### config.mk
export PLATFORM = sky130hd
export DESIGN_NAME = echo_pulse_ranger_median5_flat
export DESIGN_NICKNAME = d
export VERILOG_FILES = /design/src/rtl/core/epr_pkg.sv /design/src/rtl/core/epr_if.sv /design/src/rtl/core/echo_pulse_ranger_median5.sv /design/src/rtl/core/epr_front.sv /design/src/rtl/core/epr_fifo.sv /design/src/rtl/core/epr_back.sv /design/src/flat_wrapper.sv
export VERILOG_INCLUDE_DIRS = /design/src /design/src/rtl/core
export SDC_FILE = /design/constraint.sdc
export NUM_CORES = 1
export LEC_CHECK = 0
export ABC_AREA = 1
export BUFFER_PORTS_ARGS = -buffer_cell sky130_fd_sc_hd__buf_2
export CORE_UTILIZATION = 50
export DETAILED_ROUTE_END_ITERATION = 10
export GPL_TIMING_DRIVEN = 0
export HOLD_SLACK_MARGIN = 0.15
export PLACE_DENSITY = 0.78
export SYNTH_ARGS = -nofsm -noshare
export SYNTH_HDL_FRONTEND = slang
export SYNTH_SLANG_ARGS = --single-unit
### constraint.sdc
create_clock -name clk -period 6.65 [get_ports clk]
set_input_delay 0.3325 -clock clk [delete_from_list [all_inputs] [get_ports clk]]
set_output_delay 0.3325 -clock clk [all_outputs]
set_load 0.01 [all_outputs]
### src/rtl/core/echo_pulse_ranger_median5_defines.svh
// Assertion macros used by the echo ranger top level.
`ifndef ECHO_PULSE_RANGER_MEDIAN5_DEFINES_SVH
`define ECHO_PULSE_RANGER_MEDIAN5_DEFINES_SVH

// Same-cycle implication, sampled on the rising clock, off while in reset.
`define EPR_ASSERT_IMPL(label, clk, rst_n, ante, cons) \
  label: assert property (@(posedge clk) disable iff (!rst_n) (ante) |-> (cons)) \
    else $error("epr: same-cycle check failed");

// Next-cycle implication, sampled on the rising clock, off while in reset.
`define EPR_ASSERT_NEXT(label, clk, rst_n, ante, cons) \
  label: assert property (@(posedge clk) disable iff (!rst_n) (ante) |=> (cons)) \
    else $error("epr: next-cycle check failed");

`endif

### src/rtl/core/epr_pkg.sv
// Shared types and constants for the echo ranger.
`timescale 1ns / 1ps
`default_nettype none

package epr_pkg;

  localparam int unsigned DIST_W       = 11;
  localparam int unsigned WIN_DEPTH    = 5;
  localparam int unsigned TICKS_PER_CM = 58;

  // Pulse widths at or above this give a quotient that no limit can pass.
  localparam int unsigned DIFF_CAP     = TICKS_PER_CM * (1 << DIST_W);
  localparam int unsigned QDIFF_W      = $clog2(DIFF_CAP);

  // diff/58 == (diff>>1)/29, done as a reciprocal multiply on the halved value
  localparam int unsigned HALF_DIV     = TICKS_PER_CM / 2;
  localparam int unsigned HALF_W       = QDIFF_W - 1;
  localparam int unsigned RECIP_SHIFT  = HALF_W + $clog2(HALF_DIV);
  localparam int unsigned RECIP_M      = ((1 << RECIP_SHIFT) + HALF_DIV - 1) / HALF_DIV;
  localparam int unsigned RECIP_W      = $clog2(RECIP_M + 1);
  localparam int unsigned PROD_W       = HALF_W + RECIP_W;

  // APB register map
  localparam int unsigned CFG_ADDR_W   = 3;
  localparam int unsigned CFG_DATA_W   = 32;
  localparam logic        CFG_IDX_MAX_DISTANCE = 1'b0;
  localparam logic [DIST_W-1:0] MAX_DISTANCE_RST = DIST_W'(400);

  typedef logic [DIST_W-1:0]  dist_t;
  typedef dist_t [WIN_DEPTH-1:0] win_t;
  typedef logic [QDIFF_W-1:0] qdiff_t;

  typedef struct packed {
    logic full;
    logic empty;
  } fifo_stat_t;

endpackage

`default_nettype wire

### src/rtl/core/epr_if.sv
// Stream interfaces for capture events and ranging results.
`timescale 1ns / 1ps
`default_nettype none

interface epr_in_if #(
  parameter int unsigned TIMER_WIDTH = 16
) ();
  logic                   valid;
  logic                   ready;
  logic                   echo_high;
  logic [TIMER_WIDTH-1:0] capture_count;

  modport source (output valid, echo_high, capture_count, input ready);
  modport sink   (input valid, echo_high, capture_count, output ready);
endinterface

interface epr_out_if ();
  logic                  valid;
  logic                  ready;
  logic [epr_pkg::DIST_W-1:0] distance_cm;
  logic [epr_pkg::DIST_W-1:0] median_cm;

  modport source (output valid, distance_cm, median_cm, input ready);
  modport sink   (input valid, distance_cm, median_cm, output ready);
endinterface

`default_nettype wire

### src/rtl/core/echo_pulse_ranger_median5.sv
// Echo ranger top level: wires front, queue, back end and the APB register.
//
// Usage:
//   in_ch carries capture beats (echo_high, capture_count). A beat with
//   echo_high set records the pulse start and yields no result. A beat with
//   echo_high clear ends the pulse: width/58 in cm, clamped to max_distance,
//   enters a five-deep window; out_ch carries one beat (distance_cm,
//   median_cm) for it.
//   max_distance sits at APB address 0 and must be written by the user only
//   while the block is idle; the block itself does not enforce this.
//   Throughput: one beat per cycle on both channels unless out_ch stalls;
//   the divide multiplier and median network each own one pipeline stage.
//   A two-entry queue separates the front from the back end; when out_ch
//   is stalled the back pipe holds, the queue fills and in_ch.ready drops.
//   Rising-edge beats are still taken only while the queue has room.
//   Reset (rst_n low, synchronous) clears the start count, the window
//   (to zero), the queue and all valid flags; max_distance returns to 400.
`timescale 1ns / 1ps
`default_nettype none
`include "echo_pulse_ranger_median5_defines.svh"

module echo_pulse_ranger_median5 #(
  parameter int unsigned TIMER_WIDTH = 16
) (
  input  wire logic                            clk,
  input  wire logic                            rst_n,
  epr_in_if.sink                               in_ch,
  epr_out_if.source                            out_ch,
  input  wire logic                            psel,
  input  wire logic                            penable,
  input  wire logic                            pwrite,
  input  wire logic [epr_pkg::CFG_ADDR_W-1:0]  paddr,
  input  wire logic [epr_pkg::CFG_DATA_W-1:0]  pwdata,
  output logic      [epr_pkg::CFG_DATA_W-1:0]  prdata,
  output logic                                 pready
);

  epr_pkg::fifo_stat_t fifo_stat;
  logic                push;
  epr_pkg::qdiff_t     push_data;
  logic                pop;
  epr_pkg::qdiff_t     pop_data;

  epr_pkg::dist_t max_distance_r;
  epr_pkg::dist_t max_distance_nxt;
  logic           reg_hit;

  assign pready  = 1'b1;
  assign reg_hit = (paddr[2] == epr_pkg::CFG_IDX_MAX_DISTANCE);

  always_comb begin
    max_distance_nxt = max_distance_r;
    if (psel && penable && pwrite && reg_hit) begin
      max_distance_nxt = pwdata[epr_pkg::DIST_W-1:0];
    end
  end

  always_comb begin
    prdata = '0;
    if (reg_hit) begin
      prdata = epr_pkg::CFG_DATA_W'(max_distance_r);
    end
  end

  always_ff @(posedge clk) begin
    if (!rst_n) begin
      max_distance_r <= epr_pkg::MAX_DISTANCE_RST;
    end else begin
      max_distance_r <= max_distance_nxt;
    end
  end

  epr_front #(
    .TIMER_WIDTH (TIMER_WIDTH)
  ) u_front (
    .clk       (clk),
    .rst_n     (rst_n),
    .in_ch     (in_ch),
    .fifo_stat (fifo_stat),
    .push      (push),
    .push_data (push_data)
  );

  epr_fifo u_fifo (
    .clk       (clk),
    .rst_n     (rst_n),
    .push      (push),
    .push_data (push_data),
    .pop       (pop),
    .pop_data  (pop_data),
    .stat      (fifo_stat)
  );

  epr_back u_back (
    .clk          (clk),
    .rst_n        (rst_n),
    .fifo_stat    (fifo_stat),
    .pop_data     (pop_data),
    .pop          (pop),
    .max_distance (max_distance_r),
    .out_ch       (out_ch)
  );

  // a pulse-start beat never reaches the queue
  `EPR_ASSERT_IMPL(a_rise_no_push, clk, rst_n, in_ch.valid && in_ch.ready && in_ch.echo_high, !push)
  // the queue is never written while full
  `EPR_ASSERT_IMPL(a_no_overflow, clk, rst_n, fifo_stat.full, !push)
  // a pulse-end beat leaves the queue non-empty on the next cycle
  `EPR_ASSERT_NEXT(a_fall_queued, clk, rst_n, in_ch.valid && in_ch.ready && !in_ch.echo_high, !fifo_stat.empty)

endmodule

`default_nettype wire

### src/rtl/core/epr_front.sv
// Front end: takes capture beats, tracks the pulse start, forms the pulse width.
`timescale 1ns / 1ps
`default_nettype none

module epr_front #(
  parameter int unsigned TIMER_WIDTH = 16
) (
  input  wire logic               clk,
  input  wire logic               rst_n,
  epr_in_if.sink                  in_ch,
  input  wire epr_pkg::fifo_stat_t fifo_stat,
  output logic                    push,
  output epr_pkg::qdiff_t         push_data
);

  localparam int unsigned CW = (TIMER_WIDTH > epr_pkg::QDIFF_W) ? TIMER_WIDTH
                                                               : epr_pkg::QDIFF_W;

  logic [TIMER_WIDTH-1:0] start_count_r;
  logic [TIMER_WIDTH-1:0] start_count_nxt;
  logic [TIMER_WIDTH-1:0] diff;
  logic [CW-1:0]          diff_ext;
  logic                   accept;

  assign in_ch.ready = !fifo_stat.full;
  assign accept      = in_ch.valid && in_ch.ready;

  // absolute difference, no wrap
  assign diff = (in_ch.capture_count > start_count_r) ? in_ch.capture_count - start_count_r
                                                      : start_count_r - in_ch.capture_count;
  assign diff_ext = CW'(diff);

  always_comb begin
    push_data = epr_pkg::QDIFF_W'(diff_ext);
    if (diff_ext >= CW'(epr_pkg::DIFF_CAP)) begin
      push_data = epr_pkg::QDIFF_W'(epr_pkg::DIFF_CAP - 1);
    end
  end

  assign push            = accept && !in_ch.echo_high;
  assign start_count_nxt = (accept && in_ch.echo_high) ? in_ch.capture_count : start_count_r;

  always_ff @(posedge clk) begin
    if (!rst_n) begin
      start_count_r <= '0;
    end else begin
      start_count_r <= start_count_nxt;
    end
  end

endmodule

`default_nettype wire

### src/rtl/core/epr_fifo.sv
// Two-entry queue of pulse widths between front and back end.
`timescale 1ns / 1ps
`default_nettype none

module epr_fifo (
  input  wire logic                clk,
  input  wire logic                rst_n,
  input  wire logic                push,
  input  wire epr_pkg::qdiff_t     push_data,
  input  wire logic                pop,
  output epr_pkg::qdiff_t          pop_data,
  output epr_pkg::fifo_stat_t      stat
);

  localparam int unsigned DEPTH = 2;

  epr_pkg::qdiff_t mem_r [DEPTH];
  logic            wr_ptr_r;
  logic            rd_ptr_r;
  logic [1:0]      count_r;
  logic [1:0]      count_nxt;

  assign stat.full  = (count_r == 2'(DEPTH));
  assign stat.empty = (count_r == 2'd0);
  assign pop_data   = mem_r[rd_ptr_r];

  always_comb begin
    count_nxt = count_r;
    if (push && !pop) begin
      count_nxt = count_r + 2'd1;
    end else if (pop && !push) begin
      count_nxt = count_r - 2'd1;
    end
  end

  always_ff @(posedge clk) begin
    if (push) begin
      mem_r[wr_ptr_r] <= push_data;
    end
  end

  always_ff @(posedge clk) begin
    if (!rst_n) begin
      wr_ptr_r <= 1'b0;
      rd_ptr_r <= 1'b0;
      count_r  <= 2'd0;
    end else begin
      if (push) begin
        wr_ptr_r <= !wr_ptr_r;
      end
      if (pop) begin
        rd_ptr_r <= !rd_ptr_r;
      end
      count_r <= count_nxt;
    end
  end

endmodule

`default_nettype wire

### src/rtl/core/epr_back.sv
// Back end: divide by 58, clamp, window shift and median-of-five, result register.
`timescale 1ns / 1ps
`default_nettype none

module epr_back (
  input  wire logic                clk,
  input  wire logic                rst_n,
  input  wire epr_pkg::fifo_stat_t fifo_stat,
  input  wire epr_pkg::qdiff_t     pop_data,
  output logic                     pop,
  input  wire epr_pkg::dist_t      max_distance,
  epr_out_if.source                out_ch
);

  localparam int unsigned NUM_CMP = 8;
  localparam logic [2:0] PAIR_LO [NUM_CMP] = '{3'd0, 3'd3, 3'd0, 3'd1, 3'd0, 3'd2, 3'd1, 3'd1};
  localparam logic [2:0] PAIR_HI [NUM_CMP] = '{3'd1, 3'd4, 3'd2, 3'd2, 3'd3, 3'd3, 3'd4, 3'd2};
  localparam logic [2:0] MEDIAN_IDX = 3'd2;

  function automatic epr_pkg::dist_t median5(input epr_pkg::win_t w);
    epr_pkg::dist_t v [epr_pkg::WIN_DEPTH];
    epr_pkg::dist_t t;
    for (int i = 0; i < epr_pkg::WIN_DEPTH; i++) begin
      v[i] = w[i];
    end
    // compare-swap network, fixed order
    for (int k = 0; k < NUM_CMP; k++) begin
      if (v[PAIR_LO[k]] > v[PAIR_HI[k]]) begin
        t              = v[PAIR_LO[k]];
        v[PAIR_LO[k]]  = v[PAIR_HI[k]];
        v[PAIR_HI[k]]  = t;
      end
    end
    return v[MEDIAN_IDX];
  endfunction

  logic                        adv;
  logic [epr_pkg::PROD_W-1:0]  prod;
  epr_pkg::dist_t              q_clamped;

  logic            s1_valid_r;
  epr_pkg::dist_t  q_r;
  logic            s2_valid_r;
  epr_pkg::dist_t  dist_r;
  epr_pkg::win_t   win_r;
  epr_pkg::win_t   win_nxt;
  logic            out_valid_r;
  epr_pkg::dist_t  out_dist_r;
  epr_pkg::dist_t  out_med_r;

  // whole back pipe moves together unless the result register is held
  assign adv = !out_valid_r || out_ch.ready;
  assign pop = adv && !fifo_stat.empty;

  assign prod = epr_pkg::PROD_W'(pop_data[epr_pkg::QDIFF_W-1:1])
              * epr_pkg::PROD_W'(epr_pkg::RECIP_M);

  assign q_clamped = (q_r > max_distance) ? max_distance : q_r;
  assign win_nxt   = {win_r[epr_pkg::WIN_DEPTH-2:0], q_clamped};

  assign out_ch.valid       = out_valid_r;
  assign out_ch.distance_cm = out_dist_r;
  assign out_ch.median_cm   = out_med_r;

  always_ff @(posedge clk) begin
    if (adv) begin
      q_r <= prod[epr_pkg::RECIP_SHIFT +: epr_pkg::DIST_W];
      if (s1_valid_r) begin
        dist_r <= q_clamped;
      end
      if (s2_valid_r) begin
        out_dist_r <= dist_r;
        out_med_r  <= median5(win_r);
      end
    end
  end

  always_ff @(posedge clk) begin
    if (!rst_n) begin
      s1_valid_r  <= 1'b0;
      s2_valid_r  <= 1'b0;
      out_valid_r <= 1'b0;
      win_r       <= '0;
    end else if (adv) begin
      s1_valid_r  <= pop;
      s2_valid_r  <= s1_valid_r;
      out_valid_r <= s2_valid_r;
      if (s1_valid_r) begin
        win_r <= win_nxt;
      end
    end
  end

endmodule

`default_nettype wire
### src/flat_wrapper.sv
// flat-port wrapper written by rule: the top's interface ports become plain ports
module echo_pulse_ranger_median5_flat 
#(
  parameter int unsigned TIMER_WIDTH = 16
)
  (clk, rst_n, psel, penable, pwrite, paddr, pwdata, prdata, pready, in_ch_valid, in_ch_echo_high, in_ch_capture_count, in_ch_ready, out_ch_valid, out_ch_distance_cm, out_ch_median_cm, out_ch_ready);
  epr_in_if #(.TIMER_WIDTH(TIMER_WIDTH)) in_ch_i ();
  epr_out_if out_ch_i ();
  input  wire logic clk;
  input  wire logic rst_n;
  input  wire logic psel;
  input  wire logic penable;
  input  wire logic pwrite;
  input  wire logic [epr_pkg::CFG_ADDR_W-1:0] paddr;
  input  wire logic [epr_pkg::CFG_DATA_W-1:0] pwdata;
  output logic      [epr_pkg::CFG_DATA_W-1:0] prdata;
  output logic pready;
  input wire logic [$bits(in_ch_i.valid)-1:0] in_ch_valid;
  input wire logic [$bits(in_ch_i.echo_high)-1:0] in_ch_echo_high;
  input wire logic [$bits(in_ch_i.capture_count)-1:0] in_ch_capture_count;
  output wire logic [$bits(in_ch_i.ready)-1:0] in_ch_ready;
  output wire logic [$bits(out_ch_i.valid)-1:0] out_ch_valid;
  output wire logic [$bits(out_ch_i.distance_cm)-1:0] out_ch_distance_cm;
  output wire logic [$bits(out_ch_i.median_cm)-1:0] out_ch_median_cm;
  input wire logic [$bits(out_ch_i.ready)-1:0] out_ch_ready;
  assign in_ch_i.valid = in_ch_valid;
  assign in_ch_i.echo_high = in_ch_echo_high;
  assign in_ch_i.capture_count = in_ch_capture_count;
  assign in_ch_ready = in_ch_i.ready;
  assign out_ch_valid = out_ch_i.valid;
  assign out_ch_distance_cm = out_ch_i.distance_cm;
  assign out_ch_median_cm = out_ch_i.median_cm;
  assign out_ch_i.ready = out_ch_ready;
  echo_pulse_ranger_median5 #(.TIMER_WIDTH(TIMER_WIDTH)) u_core (.clk(clk), .rst_n(rst_n), .in_ch(in_ch_i), .out_ch(out_ch_i), .psel(psel), .penable(penable), .pwrite(pwrite), .paddr(paddr), .pwdata(pwdata), .prdata(prdata), .pready(pready));
endmodule
==> results of run 1 <==
## final cells by class
type                       instances  area (um^2)  area share
buffer                            88          674      0.0323
clock buffer                      18          429      0.0206
clock inverter                    14          181     0.00869
inverter                         349         1360      0.0650
multi-input combinational       1563        12600       0.601
sequential                       164         4080       0.196
tap                              442          553      0.0265
timing repair buffer             144         1030      0.0494
timing repair inverter             2         17.5    0.000839
## metrics by stage
step           area (um^2)  hold slack (ps)  utilization
5_1_grt              20900              219        0.643
3_5_place_dp         17400              405        0.538
4_1_cts              20000              168        0.616
6_report             20900              186        0.643
2_1_floorplan        16500              400            -
3_3_place_gp         17400              408        0.537
## path summary, 6_finish.rpt
kind | from | to | slack [ps] | depth (start not counted)
worst min-delay path | pwdata[0] | u_core.max_distance_r[0]$_SDFFE_PN0P_ | 190 | 3
worst min register to register | u_core.u_back.dist_r[10]$_DFFE_PP_ | u_core.u_back.out_ch.distance_cm[10]$_DFFE_PP_ | 420 | 0
worst max-delay path | u_core.u_back.win_nxt[32]$_SDFFE_PN0P_ | u_core.u_back.out_ch.median_cm[3]$_DFFE_PP_ | -460 | 51
worst max register to register | u_core.u_back.win_nxt[32]$_SDFFE_PN0P_ | u_core.u_back.out_ch.median_cm[3]$_DFFE_PP_ | -460 | 51
## cells in the final DEF (no fill, tap or decap), types with 17 or more instances in the layout
master and instances:
inv_1 330, nand3_2 40, nand3_1 108, xor2_1 29, a21oi_1 157, and2_4 18, nor2_1 75, conb_1 22
ha_4 44, nand2_1 369, nand2_2 57, buf_4 84, o21ai_0 112, clkbuf_16 21, a21oi_2 19, fa_1 81
ha_1 200, dfxtp_1 69, nand3_4 44, edfxtp_1 74, clkbuf_1 24, buf_2 84, o21ai_1 27, nand2_4 17
## logic make-up (layout without fill, tap and decap cells)
kind of cell,count (synthesis),after routing,synth area share
AOI/OAI and AO/OA,375,375,0.125
adders and majority gates,325,325,0.284
muxes,6,6,0.00411
buffers and inverters,438,615,0.111
xor gates and xnor gates,34,34,0.0181
other,2,22,0.000456
and+or+nand+nor,801,801,0.212
DFF,164,164,0.245
## timing repair
item | 4_1_cts | 5_1_grt
gates resized for setup | 325 | 159
cloned | 10 | 1
buffers inserted | 41 | 20
setup endpoints to repair | 11 | 21
pin swaps | 63 | 87
hold buffers | 3 | 0
endpoints found under the hold margin | 3 | 0
## metal layers
metal,up-vias,track usage,routed length [um]
met2,664,0.503,24100
met3,170,0.0393,3190
met5,-,0,0
met4,0,0.128,2100
li1,7373,-,-
met1,7418,0.368,21000
## flip-flops by register name, summed over array words and instances, names as in the netlist, 2 cells and up, named ones only
signal and flops:
u_core.max_distance_r 11, u_core.u_back.dist_r 11, u_core.u_back.out_ch.distance_cm 11, u_core.u_back.out_ch.median_cm 11, u_core.u_back.q_r 11, u_core.u_back.win_nxt 44
u_core.u_back.win_r 11, u_core.u_fifo.count_r 2, u_core.u_fifo.mem_r 30, u_core.u_front.start_count_r 16
## tightest hold or removal path: cells and delay by family
kind | cells | cell delay, ps
AOI/OAI and AO/OA | 2 | 190
buffers and inverters | 1 | 70
==> run summary, run 1 <==
Setup repair after global routing could not meet its margin everywhere. The final critical path time including I/O delays and setup was 7110 ps; the number of antenna violations at the first check in global routing was 0. Once detail routing completed, the nets flagged for antenna violations numbered 0. The critical path launch point type is a flip-flop.

The number of antenna diodes in the final layout is 0. Most common cell in the netlist: nand2_1. In this run the core area contains 66 standard-cell rows. The count of routing violations after the opening detailed-route iteration was 1,253. The die outline width came out at 183 um. The worst setup margin was -462 ps. The largest incremental delay on the critical path came out at 370 ps. Using the TritonRoute via totals, the vias-per-cell ratio works out to 5.61. The count of unresolved DRC violations after routing was 1; the number of cells in the finished layout apart from fillers was 2,784.

The number of enable flip-flop cells after synthesis was 74; the H-tree level count was 4. Summing over every cut layer, the via total after detailed routing is 15,625. The type of the most critical hold path is primary input to flip-flop. For the final routed database, the setup TNS stands at -4900 ps. The worst endpoint required time was 6860 ps.

The run gives 0 as the max-slew violation count. The leftover overflow at the end of global routing was 0. ha_1 takes more of the synthesized area than any other cell. Max-cap violations in this run came to 0. The run gives 0.293 as the aggregate global-route resource usage. CTS placed an instance of clkbuf_16 at the clock tree root.

After detailed routing, the average wire length per cell comes to 18.1 um. Sorting the synthesized cells by area gives the leading types as ha_1, edfxtp_1, dfxtp_1, nand2_1, fa_1. The clock drives 164 sinks.

Top flip-flop cell by instance count after synthesis: dfxtp_1. The worst setup path is captured at a flip-flop. Final worst-path cycle share: 1.07. The relative max-transition margin is 0.348. The logs give 2,145 for the cell count after synthesis and 50,400 um for the final wirelength. The top-area cell type share of the netlist area works out to 0.186. The vertical die dimension is 183 um. Fill cell instance count of the final layout: 2,582. Setup violations remaining at the end of the flow were counted as 11. TritonCTS built the clock tree. Ranked by instance count, the synthesized netlist is headed by nand2_1, inv_1, ha_1.

The logs give 15,319 for the number of global-route vias before repair and 0.0165 mm^2 for the cell area after technology mapping. The final estimated routing congestion in global placement was 0.981; the synthesis-to-layout area growth was 26.9%. The number of distinct standard cells referenced by the synthesized netlist was 52; the starting density of the core was 0.507. At the worst endpoint, the arrival time is 7320 ps.

The highest-delay cell along the critical path was dfxtp_2. The clock passes through at most 2 buffers. Slew of the pin with the lowest slew margin: 979 ps. The fraction of final layout cells sized beyond drive strength 1 was 0.244. The number of placed instances, taps included was 2,678; the number of top-level design ports was 116. The placed wire-length estimate after detailed placement was 37,100 um; the worst-path maximum fanout was 5. The flow ran to the end, but the final reports show violations.

The run gives 0 as the count of endpoints failing hold in the final timing report. Post-synthesis sequential area ratio: 0.245. A synthesized cell averages 7.67 um^2. Kind of critical path: flip-flop to flip-flop. Derived from the worst setup path, the maximum achievable clock frequency is 0.141 GHz.

The number of flip-flops and latches in the synthesized netlist is 164, and the length of the first detailed-routing pass in iterations is 9. After clock tree synthesis, the clock-pin slew on the worst setup and hold paths is 80 ps. For the placeable core area, the log shows 0.0325 mm^2. First-pass GRT wire length: 77,100 um. The final reports fail on design-rule violations, negative setup slack. On the final layout, the worst clock skew is 21.5 ps. Timing analysis after detailed placement gives a worst setup slack of -1610 ps. The fraction of synthesis flops using an asynchronous set or reset pin is 0, and the clock latency reported for the late side of the worst-skew pair is 460 ps. The number of buffers created by CTS is 17. The cell that appears most often on the critical path is nand2_4. On the critical path the largest part of the delay comes from simple AND/OR/NAND/NOR gates. The logs give 0.0336 mm^2 for the total die area and 2,713 for the final net count. Entering global routing, the biggest net connects 21 pins. The Yosys step of the flow raised 0 warnings.

The count of buffers added on input and output ports is 70. The count of buffer and inverter cells on the critical path works out to 11.
Power of run 1 is not shown: default switching activity piles up to over one toggle a cycle in this logic, so the estimate is an artifact.
==> run 2: changes to the inputs <==
--- a/config.mk
+++ b/config.mk
@@ -7,7 +7,8 @@
 export NUM_CORES = 1
 export LEC_CHECK = 0
 export ABC_AREA = 1
-export BUFFER_PORTS_ARGS = -buffer_cell sky130_fd_sc_hd__buf_2
+export BUFFER_PORTS_ARGS = -buffer_cell sky130_fd_sc_hd__buf_4
+export CAP_MARGIN = 40
 export CORE_UTILIZATION = 50
 export DETAILED_ROUTE_END_ITERATION = 10
 export GPL_TIMING_DRIVEN = 0
==> run 2 against run 1 <==
Against the previous run:
- die area unchanged
- the run still ends with design-rule violations, negative setup slack left
- cell count decreased by 0.72%
- highest routed layer unchanged
- non-clock buffer count decreased by 19
==> run summary, run 2 (same netlist as run 1, synthesis figures left out) <==
The fraction of final layout cells sized beyond drive strength 1 came out at 0.219 (was 0.244). The run finished, with violations left. The critical path data arrival time was 7120 ps (was 7320 ps); the count of endpoints failing hold in the final timing report was 0 (unchanged). The worst endpoint required time was 6870 ps (was 6860 ps); the total die area was 0.0336 mm^2 (unchanged). The placeable core area is 0.0325 mm^2 (unchanged). The tools report the max-slew violation count as 0 (unchanged). The number of global-route vias before repair was 15,073 (was 15,319). The tools report the startpoint of the worst register-to-register path as u_core.u_back.win_nxt[32]$_SDFFE_PN0P_ (unchanged). The area of placed instances came out at 0.0177 mm^2 (was 0.0174 mm^2). The fraction of the core area covered by cells at the end of the flow was 0.629 (was 0.643); the mean number of vias per cell was 5.53 (was 5.61).

The clock latency reported for the late side of the worst-skew pair is 460 ps (about the same). The final net count came out at 2,693 (was 2,713). TritonCTS built the clock tree.

The run gives 66 (unchanged) as the placement row count. For the minimum setup slack among reg-to-reg paths, the log shows -250 ps (was -460 ps). The run gives 9 (unchanged) as the length of the first detailed-routing pass in iterations. The deepest clock path buffer count is 2 (unchanged), and the clock-pin slew on the worst setup and hold paths is 80 ps (about the same). The post-route cell area came out at 0.0204 mm^2 (was 0.0209 mm^2). The tools report the cell at the root of the clock tree as clkbuf_16 (unchanged). The logs give 116 (unchanged) for the number of top-level design ports and 20 (was 21) for the maximum number of pins on one net before global-route repair.

The max capacitance violation total was 0 (unchanged); the final worst-path cycle share was 1.04 (was 1.07). The first-pass GRT wire length was 76,300 um (was 77,100 um); the final wirelength was 49,000 um (was 50,400 um). The tools report the relative max-transition margin as 0.476 (was 0.348). The number of stages on the worst hold path was 3 (unchanged); the number of buffers created by CTS was 17 (unchanged). The starting density of the core came out at 0.507 (unchanged).

Setup repair after global routing could not meet its margin everywhere. The synthesis-to-layout area growth works out to 24.1% (was 26.9%). The flip-flop count of the largest register after layout came out at 44 (unchanged). The vertical die dimension is 183 um (unchanged), and the count of unresolved DRC violations after routing is 1 (unchanged). The run gives 15,279 (was 15,625) as the detailed-route via count. The kind of critical path is flip-flop to flip-flop (unchanged). The placed wire-length estimate after detailed placement was 37,900 um (was 37,100 um); the die outline width was 183 um (unchanged).

The tools report the endpoint of the worst hold-timing path as u_core.max_distance_r[2]$_SDFFE_PN0P_ (was u_core.max_distance_r[0]$_SDFFE_PN0P_). The count of routing violations after the opening detailed-route iteration is 1,288 (was 1,253), and the depth of the worst register-to-register path is 43 (was 51). The worst setup margin is -249 ps (was -462 ps).

The final estimated routing congestion in global placement came out at 1.02 (was 0.981). The H-tree level count came out at 4 (unchanged). The clock skew is 15.9 ps (was 21.5 ps). Failing checks: design-rule violations, negative setup slack (unchanged). The number of antenna violations at the first check in global routing was 0 (unchanged). The critical register-to-register path endpoint is u_core.u_back.out_ch.median_cm[3]$_DFFE_PP_ (unchanged). The final routed wire length divided by cell count is 17.7 um (was 18.1 um). The number of antenna cells inserted was 0 (unchanged); the number of port buffers was 70 (unchanged). Commonest cells after routing, fill and taps aside: nand2_1, inv_1, ha_1 (unchanged).

The tools report the kind of capture point of the worst setup path as a flip-flop (unchanged). The highest-delay cell along the critical path is dfxtp_2 (unchanged). Critical path launch point type: a flip-flop (unchanged). The tools report the post-route antenna net violation count as 0 (unchanged). Type of the most critical hold path: primary input to flip-flop (unchanged). The clock sink count is 164 (unchanged), and the largest incremental delay on the critical path is 360 ps (was 370 ps).

The slew of the pin with the lowest slew margin works out to 777 ps (was 979 ps). The most common cell after layout, fill and taps aside is nand2_1 (unchanged). The start point of the worst hold path was pwdata[2] (was pwdata[0]).

The leftover overflow at the end of global routing is 0 (unchanged), and the number of setup violations in the final report is 11 (unchanged). The logs give 0.145 GHz (was 0.141 GHz) for the upper clock frequency limit and -2430 ps (was -4900 ps) for the setup TNS after final layout. The final critical path time including I/O delays and setup was 6900 ps (was 7110 ps).

The worst-path maximum fanout works out to 10 (was 5). Aggregate global-route resource usage: 0.291 (was 0.293).
## run 2: stage by stage
step	setup slack, ps	hold slack (ps)	cells
global placement	-1390	407	2677
floorplan	163	400	2165
CTS	5.42	158	2750
global route	-412	187	2764
detailed placement	-1540	405	2681
finish	-249	159	2764
## run 2: final cells by class
cell class	count	area, um^2
inverter	349	1350
timing repair inverter	1	6.26
sequential	164	4080
fill	2760	12000
clock inverter	15	181
buffer	89	652
timing repair buffer	124	1010
clock buffer	17	425
multi-input combinational	1563	12200
tap	442	553
## run 2: worst max-delay path, delay by kind of cell, from the launching register on
kind            cells  cell delay [ps]
simple gates       25             2700
compound gates      6             1300
fa+ha+maj           5             1280
buf+inv             7              990
flops               1              360
## run 2: per-layer routing
metal | track usage | share of wire
met1 | 0.371 | 0.42
met2 | 0.488 | 0.47
met3 | 0.0407 | 0.065
met4 | 0.136 | 0.045
met5 | 0 | 0
## run 2: worst max path at each step
| stage | slack [ps] | start | to | depth (start not counted) |
|---|---|---|---|---|
| floorplan | 160 | u_core.u_back.win_nxt[28]$_SDFFE_PN0P_ | u_core.u_back.out_ch.median_cm[0]$_DFFE_PP_ | 48 |
| CTS | 5 | u_core.u_back.win_nxt[28]$_SDFFE_PN0P_ | u_core.u_back.out_ch.median_cm[3]$_DFFE_PP_ | 47 |
| finish | -250 | u_core.u_back.win_nxt[32]$_SDFFE_PN0P_ | u_core.u_back.out_ch.median_cm[3]$_DFFE_PP_ | 43 |
| global placement | -1390 | u_core.u_back.win_nxt[31]$_SDFFE_PN0P_ | u_core.u_back.out_ch.median_cm[3]$_DFFE_PP_ | 46 |
| detailed placement | -1540 | u_core.u_back.win_nxt[31]$_SDFFE_PN0P_ | u_core.u_back.out_ch.median_cm[3]$_DFFE_PP_ | 47 |
| global route | -410 | u_core.u_back.win_nxt[32]$_SDFFE_PN0P_ | u_core.u_back.out_ch.median_cm[4]$_DFFE_PP_ | 44 |
## run 2: repair_timing
action	in CTS	in global routing
endpoints found under the hold margin	3	0
resized for setup	273	144
endpoints found under the setup margin	11	21
hold buffers	3	0
pin swaps	40	65
setup buffers	25	11
cloned	9	1
Power of run 2 is left out for the same reason.
